`config.mk`:
```
export PLATFORM = sky130hd
export DESIGN_NAME = utf16_to_utf8_json_escaper_top
export DESIGN_NICKNAME = d
export VERILOG_FILES = /design/src/sv/ujes_pkg.sv /design/src/sv/ujes_front.sv /design/src/sv/ujes_queue.sv /design/src/sv/ujes_back.sv /design/src/sv/utf16_to_utf8_json_escaper_top.sv
export SDC_FILE = /design/constraint.sdc
export NUM_CORES = 1
export LEC_CHECK = 0
export ABC_AREA = 1
export BUFFER_PORTS_ARGS = -buffer_cell sky130_fd_sc_hd__clkbuf_2
export CAP_MARGIN = 20
export CORE_MARGIN = 3
export CORE_UTILIZATION = 67
export DETAILED_ROUTE_END_ITERATION = 7
export PLACE_DENSITY = 0.95
export SLEW_MARGIN = 20
export SYNTH_ARGS = -nofsm -noshare
export SYNTH_HDL_FRONTEND = slang
export SYNTH_SLANG_ARGS = --single-unit
```
`constraint.sdc`:
```
create_clock -name clock -period 7.25 [get_ports clock]
set_clock_uncertainty 0.2 [all_clocks]
set_input_delay 0.3625 -clock clock [delete_from_list [all_inputs] [get_ports clock]]
set_output_delay 0.3625 -clock clock [all_outputs]
set_load 0.05 [all_outputs]
```
`src/sv/ujes_pkg.sv`:
```
// Shared types, constants and the code point encoder for the UTF-16 to UTF-8 JSON escaper.
// Used by ujes_front, ujes_queue, ujes_back and the top level. No dependencies.
package ujes_pkg;

   localparam int QUEUE_DEPTH = 4;
   localparam int PTR_W       = $clog2(QUEUE_DEPTH);
   localparam int CNT_W       = $clog2(QUEUE_DEPTH + 1);
   localparam int MAX_BYTES   = 6;

   localparam logic [20:0] CP_REPLACEMENT = 21'h00FFFD;
   localparam logic [5:0]  HIGH_SURR_TAG  = 6'b110110;
   localparam logic [5:0]  LOW_SURR_TAG   = 6'b110111;
   localparam logic [10:0] PLANE_OFFSET   = 11'd64;

   // UTF-8 text of U+FFFD, first byte at index 0.
   localparam logic [2:0][7:0] FFFD_UTF8 = {8'hBD, 8'hBF, 8'hEF};

   localparam logic [7:0] CH_BSLASH = 8'h5C;
   localparam logic [7:0] CH_QUOTE  = 8'h22;
   localparam logic [7:0] CH_LF     = 8'h0A;
   localparam logic [7:0] CH_CR     = 8'h0D;
   localparam logic [7:0] CH_TAB    = 8'h09;
   localparam logic [7:0] CH_N      = 8'h6E;
   localparam logic [7:0] CH_R      = 8'h72;
   localparam logic [7:0] CH_T      = 8'h74;
   localparam logic [7:0] CH_U      = 8'h75;
   localparam logic [7:0] CH_ZERO   = 8'h30;

   // One encoded code point: len bytes, first byte at index 0.
   typedef struct packed {
      logic [2:0]                 len;
      logic [MAX_BYTES-1:0][7:0]  bytes;
   } enc_type;

   // One queue entry: an optional U+FFFD ahead of an optional encoded code point.
   typedef struct packed {
      logic                       prefix;
      logic [2:0]                 len;
      logic [MAX_BYTES-1:0][7:0]  bytes;
      logic                       at_end;
   } rec_type;

   typedef struct packed {
      logic full;
      logic head_valid;
   } q_status_type;

   function automatic logic [7:0] hex_digit(input logic [3:0] v);
      logic [7:0] r;
      if (v < 4'd10) begin
         r = 8'h30 + {4'd0, v};
      end else begin
         r = 8'h37 + {4'd0, v};
      end
      return r;
   endfunction

   function automatic enc_type encode_cp(input logic [20:0] cp);
      enc_type e;
      e.len   = 3'd0;
      e.bytes = '0;
      if (cp < 21'h80) begin
         unique case (cp[7:0]) inside
            CH_QUOTE, CH_BSLASH: begin
               e.len = 3'd2; e.bytes[0] = CH_BSLASH; e.bytes[1] = cp[7:0];
            end
            CH_LF: begin
               e.len = 3'd2; e.bytes[0] = CH_BSLASH; e.bytes[1] = CH_N;
            end
            CH_CR: begin
               e.len = 3'd2; e.bytes[0] = CH_BSLASH; e.bytes[1] = CH_R;
            end
            CH_TAB: begin
               e.len = 3'd2; e.bytes[0] = CH_BSLASH; e.bytes[1] = CH_T;
            end
            default: begin
               if (cp < 21'h20) begin
                  e.len      = 3'd6;
                  e.bytes[0] = CH_BSLASH;
                  e.bytes[1] = CH_U;
                  e.bytes[2] = CH_ZERO;
                  e.bytes[3] = CH_ZERO;
                  e.bytes[4] = hex_digit({3'd0, cp[4]});
                  e.bytes[5] = hex_digit(cp[3:0]);
               end else begin
                  e.len = 3'd1; e.bytes[0] = cp[7:0];
               end
            end
         endcase
      end else if (cp < 21'h800) begin
         e.len      = 3'd2;
         e.bytes[0] = {3'b110, cp[10:6]};
         e.bytes[1] = {2'b10, cp[5:0]};
      end else if (cp < 21'h10000) begin
         e.len      = 3'd3;
         e.bytes[0] = {4'b1110, cp[15:12]};
         e.bytes[1] = {2'b10, cp[11:6]};
         e.bytes[2] = {2'b10, cp[5:0]};
      end else begin
         e.len      = 3'd4;
         e.bytes[0] = {5'b11110, cp[20:18]};
         e.bytes[1] = {2'b10, cp[17:12]};
         e.bytes[2] = {2'b10, cp[11:6]};
         e.bytes[3] = {2'b10, cp[5:0]};
      end
      return e;
   endfunction

endpackage

```
`src/sv/ujes_front.sv`:
```
// Front end: accepts UTF-16 words, pairs surrogates and encodes the code point.
// Pushes one entry per word that yields output into ujes_queue. Uses ujes_pkg.
module ujes_front (
   input  logic              clock,
   input  logic              reset,
   input  logic              accept,
   input  logic [15:0]       code_unit,
   input  logic              end_of_string,
   output logic              push,
   output ujes_pkg::rec_type push_rec
);
   import ujes_pkg::*;

   logic       high_pending_ff, high_pending_in;
   logic [9:0] high_bits_ff, high_bits_in;
   logic       is_high, is_low;
   logic       main_valid;
   logic [20:0] cp;
   enc_type    enc;

   assign is_high = (code_unit[15:10] == HIGH_SURR_TAG);
   assign is_low  = (code_unit[15:10] == LOW_SURR_TAG);

   always_comb begin
      high_pending_in = high_pending_ff;
      high_bits_in    = high_bits_ff;
      push_rec.prefix = 1'b0;
      main_valid      = 1'b1;
      cp              = {5'd0, code_unit};
      if (high_pending_ff && is_low) begin
         cp = {{1'b0, high_bits_ff} + PLANE_OFFSET, code_unit[9:0]};
      end else begin
         push_rec.prefix = high_pending_ff;
         if (is_high) begin
            if (end_of_string) begin
               cp = CP_REPLACEMENT;
            end else begin
               main_valid   = 1'b0;
               high_bits_in = code_unit[9:0];
            end
         end else if (is_low) begin
            cp = CP_REPLACEMENT;
         end
      end
      if (accept) begin
         high_pending_in = is_high && !end_of_string && !(high_pending_ff && is_low);
      end else begin
         high_bits_in = high_bits_ff;
      end
      enc             = encode_cp(cp);
      push_rec.len    = main_valid ? enc.len : 3'd0;
      push_rec.bytes  = enc.bytes;
      push_rec.at_end = end_of_string;
      push            = accept && (push_rec.prefix || main_valid);
   end

   always_ff @(posedge clock) begin
      if (reset) begin
         high_pending_ff <= 1'b0;
         high_bits_ff    <= '0;
      end else begin
         high_pending_ff <= high_pending_in;
         high_bits_ff    <= high_bits_in;
      end
   end

endmodule

```
`src/sv/ujes_queue.sv`:
```
// Short register queue of encoded entries between the front and back ends.
// Uses ujes_pkg for the entry type and depth.
module ujes_queue (
   input  logic                   clock,
   input  logic                   reset,
   input  logic                   push,
   input  ujes_pkg::rec_type      push_rec,
   input  logic                   pop,
   output ujes_pkg::q_status_type status,
   output ujes_pkg::rec_type      head_rec
);
   import ujes_pkg::*;

   rec_type          entries_ff [QUEUE_DEPTH];
   logic [PTR_W-1:0] wr_ptr_ff, wr_ptr_in;
   logic [PTR_W-1:0] rd_ptr_ff, rd_ptr_in;
   logic [CNT_W-1:0] count_ff, count_in;

   assign status.full       = (count_ff == CNT_W'(QUEUE_DEPTH));
   assign status.head_valid = (count_ff != '0);
   assign head_rec          = entries_ff[rd_ptr_ff];

   always_comb begin
      wr_ptr_in = push ? PTR_W'(wr_ptr_ff + 1'b1) : wr_ptr_ff;
      rd_ptr_in = pop  ? PTR_W'(rd_ptr_ff + 1'b1) : rd_ptr_ff;
      count_in  = count_ff;
      if (push && !pop) begin
         count_in = count_ff + 1'b1;
      end else if (pop && !push) begin
         count_in = count_ff - 1'b1;
      end
   end

   always_ff @(posedge clock) begin
      if (reset) begin
         wr_ptr_ff <= '0;
         rd_ptr_ff <= '0;
         count_ff  <= '0;
      end else begin
         wr_ptr_ff <= wr_ptr_in;
         rd_ptr_ff <= rd_ptr_in;
         count_ff  <= count_in;
      end
      if (push) begin
         entries_ff[wr_ptr_ff] <= push_rec;
      end
   end

endmodule

```
`src/sv/ujes_back.sv`:
```
// Back end: walks the head queue entry into the output register, one byte per cycle
// unless rsp_tready stalls. Uses ujes_pkg for the entry type and U+FFFD byte table.
module ujes_back (
   input  logic                   clock,
   input  logic                   reset,
   input  ujes_pkg::q_status_type status,
   input  ujes_pkg::rec_type      head_rec,
   output logic                   pop,
   input  logic                   rsp_tready,
   output logic                   rsp_tvalid,
   output logic [7:0]             rsp_tdata,
   output logic                   rsp_tlast,
   output logic                   rsp_tuser
);
   import ujes_pkg::*;

   logic       main_phase_ff, main_phase_in;
   logic [2:0] idx_ff, idx_in;
   logic       valid_ff, valid_in;
   logic [7:0] byte_ff, byte_in;
   logic       last_ff, last_in;
   logic       done_ff, done_in;
   logic       in_prefix, seg_last, rec_last, step;

   assign in_prefix = head_rec.prefix && !main_phase_ff;
   assign seg_last  = in_prefix ? (idx_ff == 3'd2) : (idx_ff == head_rec.len - 3'd1);
   assign rec_last  = seg_last && (!in_prefix || (head_rec.len == 3'd0));
   assign step      = status.head_valid && (!valid_ff || rsp_tready);
   assign pop       = step && rec_last;

   always_comb begin
      main_phase_in = main_phase_ff;
      idx_in        = idx_ff;
      valid_in      = valid_ff && !rsp_tready;
      byte_in       = byte_ff;
      last_in       = last_ff;
      done_in       = done_ff;
      if (step) begin
         valid_in = 1'b1;
         byte_in  = in_prefix ? FFFD_UTF8[idx_ff[1:0]] : head_rec.bytes[idx_ff];
         last_in  = rec_last;
         done_in  = rec_last && head_rec.at_end;
         if (rec_last) begin
            main_phase_in = 1'b0;
            idx_in        = 3'd0;
         end else if (seg_last) begin
            // Replacement character done; continue with the code point proper.
            main_phase_in = 1'b1;
            idx_in        = 3'd0;
         end else begin
            idx_in = idx_ff + 3'd1;
         end
      end
   end

   always_ff @(posedge clock) begin
      if (reset) begin
         main_phase_ff <= 1'b0;
         idx_ff        <= '0;
         valid_ff      <= 1'b0;
      end else begin
         main_phase_ff <= main_phase_in;
         idx_ff        <= idx_in;
         valid_ff      <= valid_in;
      end
      byte_ff <= byte_in;
      last_ff <= last_in;
      done_ff <= done_in;
   end

   assign rsp_tvalid = valid_ff;
   assign rsp_tdata  = byte_ff;
   assign rsp_tlast  = last_ff;
   assign rsp_tuser  = done_ff;

endmodule

```
`src/sv/utf16_to_utf8_json_escaper_top.sv`:
```
// Converts UTF-16 words to UTF-8 bytes with JSON string escaping. A word is taken in
// every cycle while the four-entry queue between front and back end has room; the back
// end sends one byte per cycle while rsp_tready does not stall it, so a word's output
// bytes (1 to 9) go out in turn, and the sustained rate is one word per cycle for plain
// ASCII text. A high surrogate that is not at the end of a string produces nothing until
// the next word. Depends on ujes_pkg, ujes_front, ujes_queue and ujes_back.
module utf16_to_utf8_json_escaper_top (
   input  logic        clock,
   input  logic        reset,
   input  logic        req_tvalid,
   output logic        req_tready,
   input  logic [15:0] req_tdata,   // [15:0] code_unit
   input  logic        req_tlast,   // end_of_string
   output logic        rsp_tvalid,
   input  logic        rsp_tready,
   output logic [7:0]  rsp_tdata,   // [7:0] out_byte
   output logic        rsp_tlast,   // last_of_run
   output logic        rsp_tuser    // [0] string_done
);
   import ujes_pkg::*;

   logic         push, pop;
   rec_type      push_rec, head_rec;
   q_status_type status;

   assign req_tready = !status.full;

   ujes_front u_front (
      .clock         (clock),
      .reset         (reset),
      .accept        (req_tvalid && req_tready),
      .code_unit     (req_tdata),
      .end_of_string (req_tlast),
      .push          (push),
      .push_rec      (push_rec)
   );

   ujes_queue u_queue (
      .clock    (clock),
      .reset    (reset),
      .push     (push),
      .push_rec (push_rec),
      .pop      (pop),
      .status   (status),
      .head_rec (head_rec)
   );

   ujes_back u_back (
      .clock      (clock),
      .reset      (reset),
      .status     (status),
      .head_rec   (head_rec),
      .pop        (pop),
      .rsp_tready (rsp_tready),
      .rsp_tvalid (rsp_tvalid),
      .rsp_tdata  (rsp_tdata),
      .rsp_tlast  (rsp_tlast),
      .rsp_tuser  (rsp_tuser)
   );

endmodule

```
==> metrics.md <==
| Metric | Value |
|---|---|
| Ant. Diodes | `0` |
| Area growth from synthesis to layout | `10.8%` |
| R2r setup slk | `roughly 2600 ps` |
| Dpl hpwl | `between 10 and 15 mm` |
| Io pins | `33` |
| Clk Latency, worst-skew pair | `around 500 ps` |
| Register area | `between 6000 and 7000 um^2` |
| HP Class | `in -> reg` |
| Final number of max-transition violations | `0` |
| Fillers | `786` |
| Max stage delay cell, worst path | `buf_4` |
| Die outline height | `about 130 um` |
| DRC | `0` |
| Most used cell, CP | `nand2_1` |
| Crit path kind | `reg -> reg` |
| Syn Nets | `987` |
| Worst-path cell chain | `buf_4 > inv_2 > buf_4 > nand2_1 > nand2_1 > nand2_1 > o21ai_0 > nand2_1 > nand3_1 > nand2_1 > nand2_1 > nor2_1 > nand3_1 > ha_1 > inv_1 > fa_1 > o21ai_0 > a21oi_1` |
| Logic pwr share | `0.242` |
| Measured slew at the worst slew-check pin | `1010 ps` |
| Crit-path max FO | `91` |
| Crit path time final | `between 4000 and 5000 ps` |
| R2R Path End | `u_queue.count_ff[1]` |
| Fraction of layout instances using a drive strength above 1 | `0.111` |
| Status | `completed` |
| CTS tree | `done` |
| Most common cell after layout, fill and taps aside | `edfxtp_1` |
| Period Utilization, post-route | `0.639` |
| Largest area contributor in the netlist | `edfxtp_1` |
| Synth area leaders | `edfxtp_1 (57%), o21ai_0 (6.5%), nand2_1 (5.8%)` |
| First-pass GRT wire length | `roughly 40 mm` |
| CP Buf/Inv Count | `4` |
| Final hold viol count | `0` |
| CP endpoint | `u_queue.count_ff[1]` |
| Post_cts resized | `0` |
| Maximum clock rate | `roughly 220 MHz` |
| Post-synthesis area per instance | `10.2 um^2` |
| CTS clk-pin slew, worst paths | `60 ps` |
| Switch Pwr | `~1.1 mW` |
| Top FF cell, synth | `edfxtp_1` |
| Input/output buffers | `32` |
| Leakage power | `around 4.2 nW` |
| Pin count of the biggest net entering global routing | `~90` |
| Worst Path Arrival | `around 4800 ps` |
| Peak VDD IR | `0.000268 V` |
| Gpl congestion | `around 0.93` |
| Clock Tree Buf Depth | `3` |
| Ys Warns | `0` |
| Reg power frac | `0.450` |
| Initial antenna violation count | `0` |
| Area of the multi-input gates | `between 3000 and 4000 um^2` |
| Initial DRC count | `between 1000 and 1500` |
| Via count | `7776` |
| Layout Nets | `1019` |
| Post-synth EDFFs | `186` |
| Initial Util | `0.693` |
| DR pass1 iterations | `7` |
| #FFs+latches synth | `between 200 and 250` |
| Routed WL per cell | `about 21 um` |
| Most frequent cells in the layout | `edfxtp_1 (186), nand2_1 (150), nor2_1 (131)` |
| DR vias/cell | `~6.6` |
| Site Rows | `43` |
| Sum Neg Setup Slack | `0 ps` |
| WP depth | `18` |
| Tot GR Track Use | `0.313` |
| Cells on worst reg2reg path | `18` |
| Core area | `between 10000 and 15000 um^2` |
| Startpoint types | `flip-flop` |
| Max Cap Viol | `0` |
| Setup violations, final | `0` |
| Pwr dens | `roughly 320 nW/um^2` |
| Number of global-route vias before repair | `7475` |
| Yosys cell types | `47` |
| Die width | `about 130 um` |
| Grt total ovfl | `0` |
| Relative slew margins | `0.322` |
| Switching part of the total | `0.327` |
| Post-Syn Instances | `about 950` |
| Internal power | `between 2 and 2.5 mW` |
| Worst path max stage delay | `between 600 and 700 ps` |
| Setup crit end kind | `flip-flop` |
| Die ar. | `16000 um^2` |
| Synth top area share | `0.574` |
| CTS H-tree lvls | `1` |
| Unrepaired setup endpoints after global routing | `false` |
| Root Driver | `clkbuf_16` |
| Delay-heaviest family, CP | `buffers and inverters` |
| Final hold slack | `roughly 29 ps` |
| Required time of the critical path | `about 7400 ps` |
| Synth Cell Area | `9730 um^2` |
| Seq/Total Area, Yosys | `0.626` |
| CTS sink count | `~210` |
| Final wirelength | `~25 mm` |
| Asr flop ratio synth | `0` |
| Clock power frac | `0.308` |
| CTS buffer count | `21` |
| Post-DRT Antenna Nets | `0` |
[logic make-up after synthesis]
group / count (synthesis) / synth area share
compound gates: 231 / 0.134
xor+xnor: 3 / 0.00270
fa+ha+maj: 15 / 0.0201
buf+inv: 128 / 0.0536
flops: 211 / 0.626
simple gates: 363 / 0.163
[routing by layer]
layer | wire length, um | part of all wire | up-vias | track usage
met1 | 8630 | 0.34 | 3586 | 0.415
li1 | - | - | 3393 | -
met2 | 12100 | 0.48 | 685 | 0.513
met3 | 3290 | 0.13 | 112 | 0.0653
met5 | 0 | 0 | - | 0
met4 | 1070 | 0.043 | 0 | 0.124
[area by class of cell]
cell class | count | share of cell area
inverter | 83 | 0.0289
timing repair buffer | 54 | 0.0327
clock inverter | 13 | 0.0102
clock buffer | 24 | 0.0498
multi-input combinational | 612 | 0.292
sequential | 211 | 0.565
tap | 180 | 0.0209
[worst min path at each step]
stage | startpoint | to | cells after the start
floorplan | u_back.main_phase_ff | u_back.main_phase_ff | 2
global placement | u_front.high_bits_ff[0] | u_front.high_bits_ff[0] | 2
detailed placement | u_front.high_bits_ff[0] | u_front.high_bits_ff[0] | 2
CTS | req_tdata[3] | u_front.high_bits_ff[3] | 3
global route | req_tdata[3] | u_front.high_bits_ff[3] | 3
finish | req_tdata[3] | u_front.high_bits_ff[3] | 3
[what timing repair did]
item	4_1_cts	5_1_grt
setup buffers	0	0
hold buffers	11	0
hold endpoints to repair	15	0
[per-stage QoR]
stage	util	total power [mW]	instances	setup WS, ps	cell area (um^2)
final	0.767	3.40	1177	2620	10800
after global routing	0.767	3.52	1177	2230	10800
after CTS	0.767	3.38	1177	2730	10800
after detailed placement	0.713	2.34	1129	2850	10000
after global placement	0.713	2.29	1129	3040	10000
after floorplan	-	2.10	951	3490	9730
[registers in the layout (all words and copies together), names as in the netlist, named ones only]
name / cells
u_back.idx_ff: 3
u_back.main_phase_ff: 1
u_back.rsp_tdata: 8
u_back.rsp_tlast: 1
u_back.rsp_tuser: 1
u_back.rsp_tvalid: 1
u_front.high_bits_ff: 10
u_front.high_pending_ff: 1
u_queue.count_ff: 3
u_queue.entries_ff: 176
u_queue.rd_ptr_ff: 2
u_queue.wr_ptr_ff: 2
[power groups by stage]
stage | Sequential [mW] | Combinational (mW) | Clock (mW)
4_1_cts | 1.53 | 0.802 | 1.04
5_1_grt | 1.54 | 0.882 | 1.10
2_1_floorplan | 1.66 | 0.442 | 0
6_report | 1.53 | 0.821 | 1.05
3_3_place_gp | 1.54 | 0.745 | 0
3_5_place_dp | 1.55 | 0.782 | 0
[synth_stat cells, types with 2 or more instances]
cell type / count
inv_2: 6
buf_2: 8
nor2_1: 135
nand3_4: 4
dfxtp_1: 25
o21ai_2: 2
nand3_2: 2
nand4_1: 10
o22ai_1: 27
o211ai_2: 2
nand2_1: 150
edfxtp_1: 186
nor2_2: 7
nor2_4: 4
xor2_1: 2
nand2_2: 2
o221ai_1: 14
o21ai_0: 127
o21ai_1: 4
clkbuf_1: 28
ha_1: 14
a21oi_1: 42
clkinv_1: 3
nor3_1: 7
buf_6: 2
buf_1: 4
nand3_1: 38
inv_1: 74
o211ai_1: 4
[worst min-delay path, delay by kind of cell]
kind	cells	cell delay (ps)
compound gates	1	70
buf+inv	2	240
Note: power is estimated with default switching activity, not from simulation.
